## src/sv/sal_ram.sv

```systemverilog
// Generic single-write, single-read RAM with registered read data.
module sal_ram #(
	parameter int WIDTH = 8,
	parameter int DEPTH = 16
) (
	input  logic                     clk,
	input  logic                     we,
	input  logic [$clog2(DEPTH)-1:0] waddr,
	input  logic [WIDTH-1:0]         wdata,
	input  logic                     re,
	input  logic [$clog2(DEPTH)-1:0] raddr,
	output logic [WIDTH-1:0]         rdata
);

	logic [WIDTH-1:0] mem_q [DEPTH];

	always_ff @(posedge clk) begin
		if (we) begin
			mem_q[waddr] <= wdata;
		end
		if (re) begin
			rdata <= mem_q[raddr];
		end
	end

endmodule

```

## config.mk

```make
export PLATFORM = sky130hd
export DESIGN_NAME = sal_ram
export DESIGN_NICKNAME = d
export VERILOG_FILES = /design/src/sv/sal_ram.sv
export SDC_FILE = /design/constraint.sdc
export NUM_CORES = 1
export LEC_CHECK = 0
export ABC_CLOCK_PERIOD_IN_PS = 4700
export BUFFER_PORTS_ARGS = -buffer_cell sky130_fd_sc_hd__buf_4
export CORE_MARGIN = 2
export CORE_UTILIZATION = 59
export DETAILED_ROUTE_END_ITERATION = 7
export GPL_ROUTABILITY_DRIVEN = 0
export GPL_TIMING_DRIVEN = 0
export PLACE_DENSITY = 0.77
export REMOVE_ABC_BUFFERS = 1
export SLEW_MARGIN = 10
export SYNTH_ARGS = -nofsm -noshare
export SYNTH_HDL_FRONTEND = slang
export SYNTH_SLANG_ARGS = --single-unit
```

## constraint.sdc

```tcl
create_clock -name clk -period 4.7 [get_ports clk]
set_input_delay 0.94 -clock clk [delete_from_list [all_inputs] [get_ports clk]]
set_output_delay 0.94 -clock clk [all_outputs]
set_load 0.01 [all_outputs]
```

==> results.yml <==
run_status:
  outcome: "finished, final reports clean"
final_layout:
  antenna_cells: 0
  mostFrequentLayoutCells: "edfxtp_1 (136), buf_4 (26), mux4_2 (18)"
  instances_no_fill: 385
  drive_gt1_frac: 0.289
  seq_area_sq_mm: 0.00408
  multiInputGateArea_sq_mm: 0.00108
  syn_to_final_growth_pct: 16.3
  layout.nets: 283
  fillers: 504
  layout_commonest_cell: "edfxtp_1"
die:
  dieHeight_microns: 98.1
  die_w_microns: 98.1
  coreArea_sq_mm: 0.00864
  fp-row-count: 34
  io_pins: 27
  dieArea_sq_mm: 0.00963
  start_util: 0.605
clocking:
  clkSinkCount: 136
  postCtsResizedCells: 0
  insertion_delay_ns: 0.52
  clk_pin_slew_ns: 0.06
  cts_tree: "done"
  cts-buffers-inserted: 17
  ctsHoldBuffers: 0
  root_buffer: "clkbuf_8"
  cts_htree_levels: 4
  cts_buffer_depth: 2
  post_cts_buffers: 0
sta:
  final.setup.worst_slack_ns: 2.50
  slew_headroom: 0.339
  fin_tns_setup_ns: 0
  finalHoldWorstSlack_ns: 0.696
  maxSlewViolCount: 0
  clock_skew_ns: 0.00812
  hold_viol: 0
  finalSetupViolCount: 0
  min_period_over_period: 0.467
  worst_pin_slew_ns: 0.988
  period_needed_ns: 2.20
  fmax_ghz: 0.456
  rsz0062_at_grt: "no"
setup_path:
  r2r_setup_slack_ns: 3.16
  startpoint_type: "primary input"
  cp-end-kind: "flip-flop"
  arrival_ns: 2.34
  cp_data_required_time_ns: 4.85
  crit_type: "primary input to flip-flop"
  path_max_fanout: 8
logic_synthesis:
  syn_avg_cell_area_sq_um: 22.8
  syn_area_sq_mm: 0.00523
  ys_seq_area_frac: 0.781
  synth_seq_cells: 136
  yosys_warnings: 0
  netlist_instances: 229
  netlist-cell-type-count: 18
detailed_routing:
  ant_nets: 0
  dr_total_vias: 2447
  wire_per_inst_microns: 25.2
  via_per_inst: 6.36
  dr.pass1.iters: 5
  first_iter_violations: 214
  drt_wl_total_mm: 9.71
  drc: 0
global_route:
  grt_use_total: 0.223
  grt_first_pass_wirelength_mm: 15.1
  grtUsageMet3: 0.0723
  grt_pass1_vias: 2601
  antenna_found_initial: 0
  overflow: 0
  grt_max_degree: 33
  grtUsageMet2: 0.331
  top_usage_layer: "met2"
  grtUsageMet1: 0.309
job:
  drv_cap: 0
placed_design:
  port_buffers: 26
  hpwlAfterDp_mm: 5.52
  dp_slack_ns: 1.96
  dp_cells: 353
pwr:
  leakagePower_nw: 2.02
  power_density_mw_per_mm2: 463
  p_total_mw: 2.81
  vdd_drop_max_uv: 272
min_path:
  hold_class: "primary input to flip-flop"
[sequential cells by signal (all words and copies together) (netlist names)]
register	cells
mem_q	128
rdata	8
[worst max-delay path, stage by stage]
cell and delay, ns:
buf_4 0.12, or3b_2 0.51, nor2_1 0.77
[Yosys cell counts]
library cell | n | share of area
edfxtp_1 | 136 | 0.78
mux4_2 | 18 | 0.078
a22oi_1 | 16 | 0.023
mux4_1 | 14 | 0.070
nor2_1 | 13 | 0.0093
nand2_1 | 9 | 0.0065
nor3_1 | 4 | 0.0038
buf_2 | 3 | 0.0029
buf_6 | 3 | 0.0065
clkdlybuf4s25_2 | 3 | 0.0057
nand2b_1 | 2 | 0.0024
nand3b_1 | 2 | 0.0029
and2_1 | 1 | 0.0012
and2b_1 | 1 | 0.0014
buf_4 | 1 | 0.0014
nand3_1 | 1 | 0.00096
nor2b_1 | 1 | 0.0012
or3b_2 | 1 | 0.0017
[cells by family after synthesis]
logic type,count (synthesis),synth area share
buf+inv,10,0.0165
flops,136,0.781
compound gates,16,0.0230
mux,32,0.148
simple gates,35,0.0314
[cell type report]
type,instances,area share
multi-input combinational,83,0.177
clock inverter,14,0.0284
tap,108,0.0222
timing repair buffer,26,0.0321
clock buffer,18,0.0687
sequential,136,0.671
[through the flow]
step | area [sq um] | utilization
4_1_cts | 6080 | 0.704
2_1_floorplan | 5140 | -
5_1_grt | 6080 | 0.704
3_5_place_dp | 5490 | 0.636
3_3_place_gp | 5470 | 0.634
6_report | 6080 | 0.704
[metal layers]
metal,vias to the layer above,share of wire
li1,1048,-
met1,1260,0.40
met2,124,0.50
met3,15,0.077
met4,0,0.018
met5,-,0
[power by group]
part	internal (mW)	total (mW)	switching [mW]
logic	0.0544	0.126	0.0712
registers	1.37	1.37	0.00719
clock network	0.812	1.31	0.502
total	2.23	2.81	0.581
[worst paths after layout]
kind                          startpoint                    end  depth (start not counted)
setup / recovery                waddr[2]  mem_q[1][5]$_DFFE_PP_                          3
hold / removal                        re     rdata[5]$_DFFE_PP_                          1
setup reg to reg   mem_q[9][5]$_DFFE_PP_     rdata[5]$_DFFE_PP_                          3
hold reg to reg   mem_q[14][1]$_DFFE_PP_     rdata[1]$_DFFE_PP_                          3
Power figures use the tool's default switching activity.
