$ cat config.mk
export PLATFORM = sky130hd
export DESIGN_NAME = sal_cmp
export DESIGN_NICKNAME = d
export VERILOG_FILES = /design/src/sv/sal_pkg.sv /design/src/sv/sal_cmp.sv
export SDC_FILE = /design/constraint.sdc
export NUM_CORES = 1
export LEC_CHECK = 0
export ABC_AREA = 1
export BUFFER_PORTS_ARGS = -buffer_cell sky130_fd_sc_hd__buf_4
export CELL_PAD_IN_SITES_DETAIL_PLACEMENT = 0
export CELL_PAD_IN_SITES_GLOBAL_PLACEMENT = 1
export CORE_MARGIN = 4
export CORE_UTILIZATION = 24
export DETAILED_ROUTE_END_ITERATION = 8
export PLACE_DENSITY = 0.95
export SLEW_MARGIN = 20
export SYNTH_ARGS = -nofsm -noshare
export SYNTH_HDL_FRONTEND = slang
export SYNTH_SLANG_ARGS = --single-unit
$ cat constraint.sdc
create_clock -name vclk -period 2.64
set_clock_uncertainty 0.15 [all_clocks]
set_input_delay 0.528 -clock vclk [all_inputs]
set_output_delay 0.528 -clock vclk [all_outputs]
set_load 0.03 [all_outputs]
$ cat src/sv/sal_pkg.sv
// Package with the types, constants and helpers shared by the lookup cache.
package sal_pkg;

	// SETS must be a power of two: the set index is taken from the low hash bits.
	localparam int SETS = 32;
	localparam int WAYS = 4;
	localparam int ENTRIES = SETS * WAYS;

	localparam int KEY_W = 64;
	localparam int HANDLE_W = 16;
	localparam int STAMP_W = 64;
	localparam int HASH_W = 64;

	localparam int SET_W = (SETS > 1) ? $clog2(SETS) : 1;
	localparam int WAY_W = (WAYS > 1) ? $clog2(WAYS) : 1;
	localparam int WCNT_W = $clog2(WAYS + 1);
	localparam int ADDR_W = (ENTRIES > 1) ? $clog2(ENTRIES) : 1;

	typedef enum logic [1:0] {
		OP_LOOKUP = 2'd0,
		OP_INSERT = 2'd1,
		OP_REMOVE = 2'd2,
		OP_CLEAR  = 2'd3
	} op_t;

	typedef struct packed {
		logic [KEY_W-1:0]    key;
		logic [HANDLE_W-1:0] handle;
		logic [STAMP_W-1:0]  stamp;
	} entry_t;

	localparam int ENTRY_W = $bits(entry_t);

	typedef struct packed {
		logic                hit;
		logic [HANDLE_W-1:0] handle_out;
		logic                filled;
		logic                evicted;
		logic [HANDLE_W-1:0] evicted_handle;
		logic                status;
	} res_t;

	typedef struct packed {
		logic key_eq;
		logic stamp_lt;
	} cmp_t;

	function automatic logic [ADDR_W-1:0] entry_addr(input logic [SET_W-1:0] set_idx,
			input logic [WAY_W-1:0] way_idx);
		return ADDR_W'(set_idx) * ADDR_W'(WAYS) + ADDR_W'(way_idx);
	endfunction

endpackage

$ cat src/sv/sal_cmp.sv
// Shared compare unit: key match and stamp ordering for the way being scanned.
module sal_cmp (
	input  logic [sal_pkg::KEY_W-1:0]   key_a,
	input  logic [sal_pkg::KEY_W-1:0]   key_b,
	input  logic [sal_pkg::STAMP_W-1:0] stamp_a,
	input  logic [sal_pkg::STAMP_W-1:0] stamp_b,
	output sal_pkg::cmp_t               result
);

	always_comb begin
		result.key_eq = (key_a == key_b);
		result.stamp_lt = (stamp_a < stamp_b);
	end

endmodule

==> results.md <==
* Run status: complete, no violations
* Post-Synthesis Cells at 394
* Post-DP Area at 4600 um2
* Final hold vios at 0
* Worst vdd ir at 66.7 uV
* Grt ovf at 0
* Relative slew slack at 0.820
* Initial antenna violation count at 0
* Slew Viols, Final at 0
* Crit-path leading delay family: compound AO/OA/AOI/OAI gates
* Total GRT Usage at 0.135
* Post-route cell area at 4730 um2
* Largest net degree at the start of global routing at 4
* Area delta synth->final at 89.5%
* ANT nets after route at 0
* Die Y at around 110 um
* CP startpoint kind: input port
* CP cell instances: buf_4 > ha_1 > a21oi_2 > o21ai_1 > nand2_1 > nand3_2 > a21oi_2 > nand2_2 > a21oi_2 > buf_6
* Worst EP arrival at around 1.8 ns
* Slowest Stage Delay on Critical Path at 0.31 ns
* Via density at 4.37
* Clkbuf count at 0
* Seq_cells at 0
* DR DRC count at 0
* Pwr/cell area at 141 nW/um2
* First-pass GRT wire length at 13400 um
* Post-layout nets at 973
* Power Total at 0.667 mW
* Initial core utilization at 0.251
* First-pass iteration count of the detailed router at 4
* Crit path time final at 2.51 ns
* Drt total wl at 9590 um
* Worst hold endpoint: result[1]
* Maximum clock frequency at 0.398 GHz
* Min-delay src: key_a[11]
* Post-CTS Setup Inserts at 0
* Mean area per synthesized cell at between 6 and 7 um2
* WP data required at 1.96 ns
* Die ar. at roughly 12000 um2
* Sequential element share of the synthesized area at 0
* Final setup fails at 0
* TNS Setup at 0 ns
* Final worst path period share at 0.952
* Core Rows at 36
* Synth Cell Area at roughly 2500 um2
* Initial detailed-routing violation count at 60
* Post-CTS Hold Buffers at 0
* Worst Setup SP: stamp_a[17]
* Slew of the pin with the lowest slew margin at 0.268 ns
* N_diodes at 0
* RSZ-0062 raised after global routing: no
* WHS at 1.41 ns
* Via count at between 3000 and 4000
* Resized Gates After CTS at 0
* Number of global-route vias before repair at 3407
* Die width at 110 um
* Filler Cell Count at between 900 and 1000
* Buffers on Ports at roughly 260
* HPWL after DPL at 9140 um
* Drt wl/cell at approximately 12 um
* Worst hold path depth at 7
* Max-cap violations at 0
* Most Frequent Cell on Critical Path: a21oi_2
* Critical path class: in2out
* Global placer's final weighted congestion at 0.794
* # IOs at 258
* Leak at 2.74 nW
* WP buf/inv at 2
* Worst min-delay path class: in2out
* Register Area at 0 um2
* Synth Warn # at 0
* Share of layout cells above drive strength 1 at 0.448
* Critical-path top delay cell: ha_1
* Critical path fanouts, max at 2
* Core ar. at 9950 um2
* Multi-input gate area at 2290 um2
* Net count after synthesis at approximately 700
* Worst Setup End Kind: primary output
* Distinct cells, synth at 26
[where the power goes]
group / internal, mW / total [mW] / switching (mW)
combinational: 0.407 / 0.667 / 0.260
clock: 0 / 0 / 0
sequential: 0 / 0 / 0
[worst max-delay path by stage]
stage                           end  slack (ns)  cells past startpoint
after global routing      result[0]      0.0001                     10
final                     result[0]        0.13                     10
after detailed placement  result[0]        0.05                     12
after floorplan           result[0]        0.14                     11
after global placement    result[0]        0.04                     12
after CTS                 result[0]        0.05                     12
[cells in the mapped netlist]
master / number / area (um2)
nand2_1: 71 / 267
inv_1: 87 / 327
o21ai_0: 4 / 20.0
nand3_1: 8 / 40.0
nor2_1: 28 / 105
nor4b_2: 1 / 15.0
nor4_1: 1 / 6.26
or2_1: 8 / 50.1
xor2_1: 32 / 280
a21o_1: 1 / 7.51
inv_2: 1 / 3.75
nand4_2: 2 / 25.0
xor2_2: 1 / 16.3
nand4_1: 10 / 62.6
nor4_2: 1 / 12.5
or2_0: 2 / 12.5
o21ai_1: 7 / 35.0
ha_1: 63 / 788
a21oi_1: 31 / 155
nor3_1: 11 / 55.1
a211oi_2: 2 / 25.0
o211ai_1: 3 / 22.5
nand3_2: 1 / 10.0
a21oi_2: 1 / 8.76
xnor2_1: 16 / 140
o21a_1: 1 / 7.51
[through the flow]
stage / setup slack [ns] / cells / util
after floorplan: 0.136 / 394 / -
after global placement: 0.0431 / 785 / 0.462
after detailed placement: 0.0539 / 785 / 0.462
after CTS: 0.0511 / 785 / 0.462
after global routing: 0.000119 / 785 / 0.475
final: 0.127 / 785 / 0.475
[kinds of logic after synthesis]
| kind of cell | count (synthesis) | share of synthesized area |
|---|---|---|
| adder cells (fa/ha/maj) | 63 | 0.316 |
| AO/OA/AOI/OAI | 50 | 0.113 |
| XOR/XNOR | 49 | 0.175 |
| AND/OR/NAND/NOR | 144 | 0.265 |
| buffers and inverters | 88 | 0.132 |
[final cells by class]
type	count	area share
multi-input cells	306	0.485
inverters	88	0.0698
repair buffers	258	0.410
well taps	133	0.0352
[layout by cell type, fill, tap and decap left out, types with 2 or more instances in the layout]
master / instances
o21ai_1: 9
o21ai_0: 2
inv_2: 3
nor2_1: 27
nand2_2: 2
nand4_1: 10
nand3_1: 5
a21oi_1: 21
a211oi_2: 2
nand3_2: 4
nand4_2: 2
nor3_1: 10
or2_0: 2
or2_1: 8
a21oi_2: 11
xor2_1: 32
xnor2_1: 16
ha_4: 5
ha_1: 58
nand2_1: 69
o211ai_1: 3
buf_4: 257
inv_1: 85
[metal layers]
| metal | global-route usage | share of wire |
|---|---|---|
| met2 | 0.299 | 0.56 |
| met3 | 0.0250 | 0.12 |
| met5 | 0 | 0 |
| met4 | 0.0232 | 0.021 |
| met1 | 0.124 | 0.30 |
Note: power is estimated with default switching activity, not from simulation.
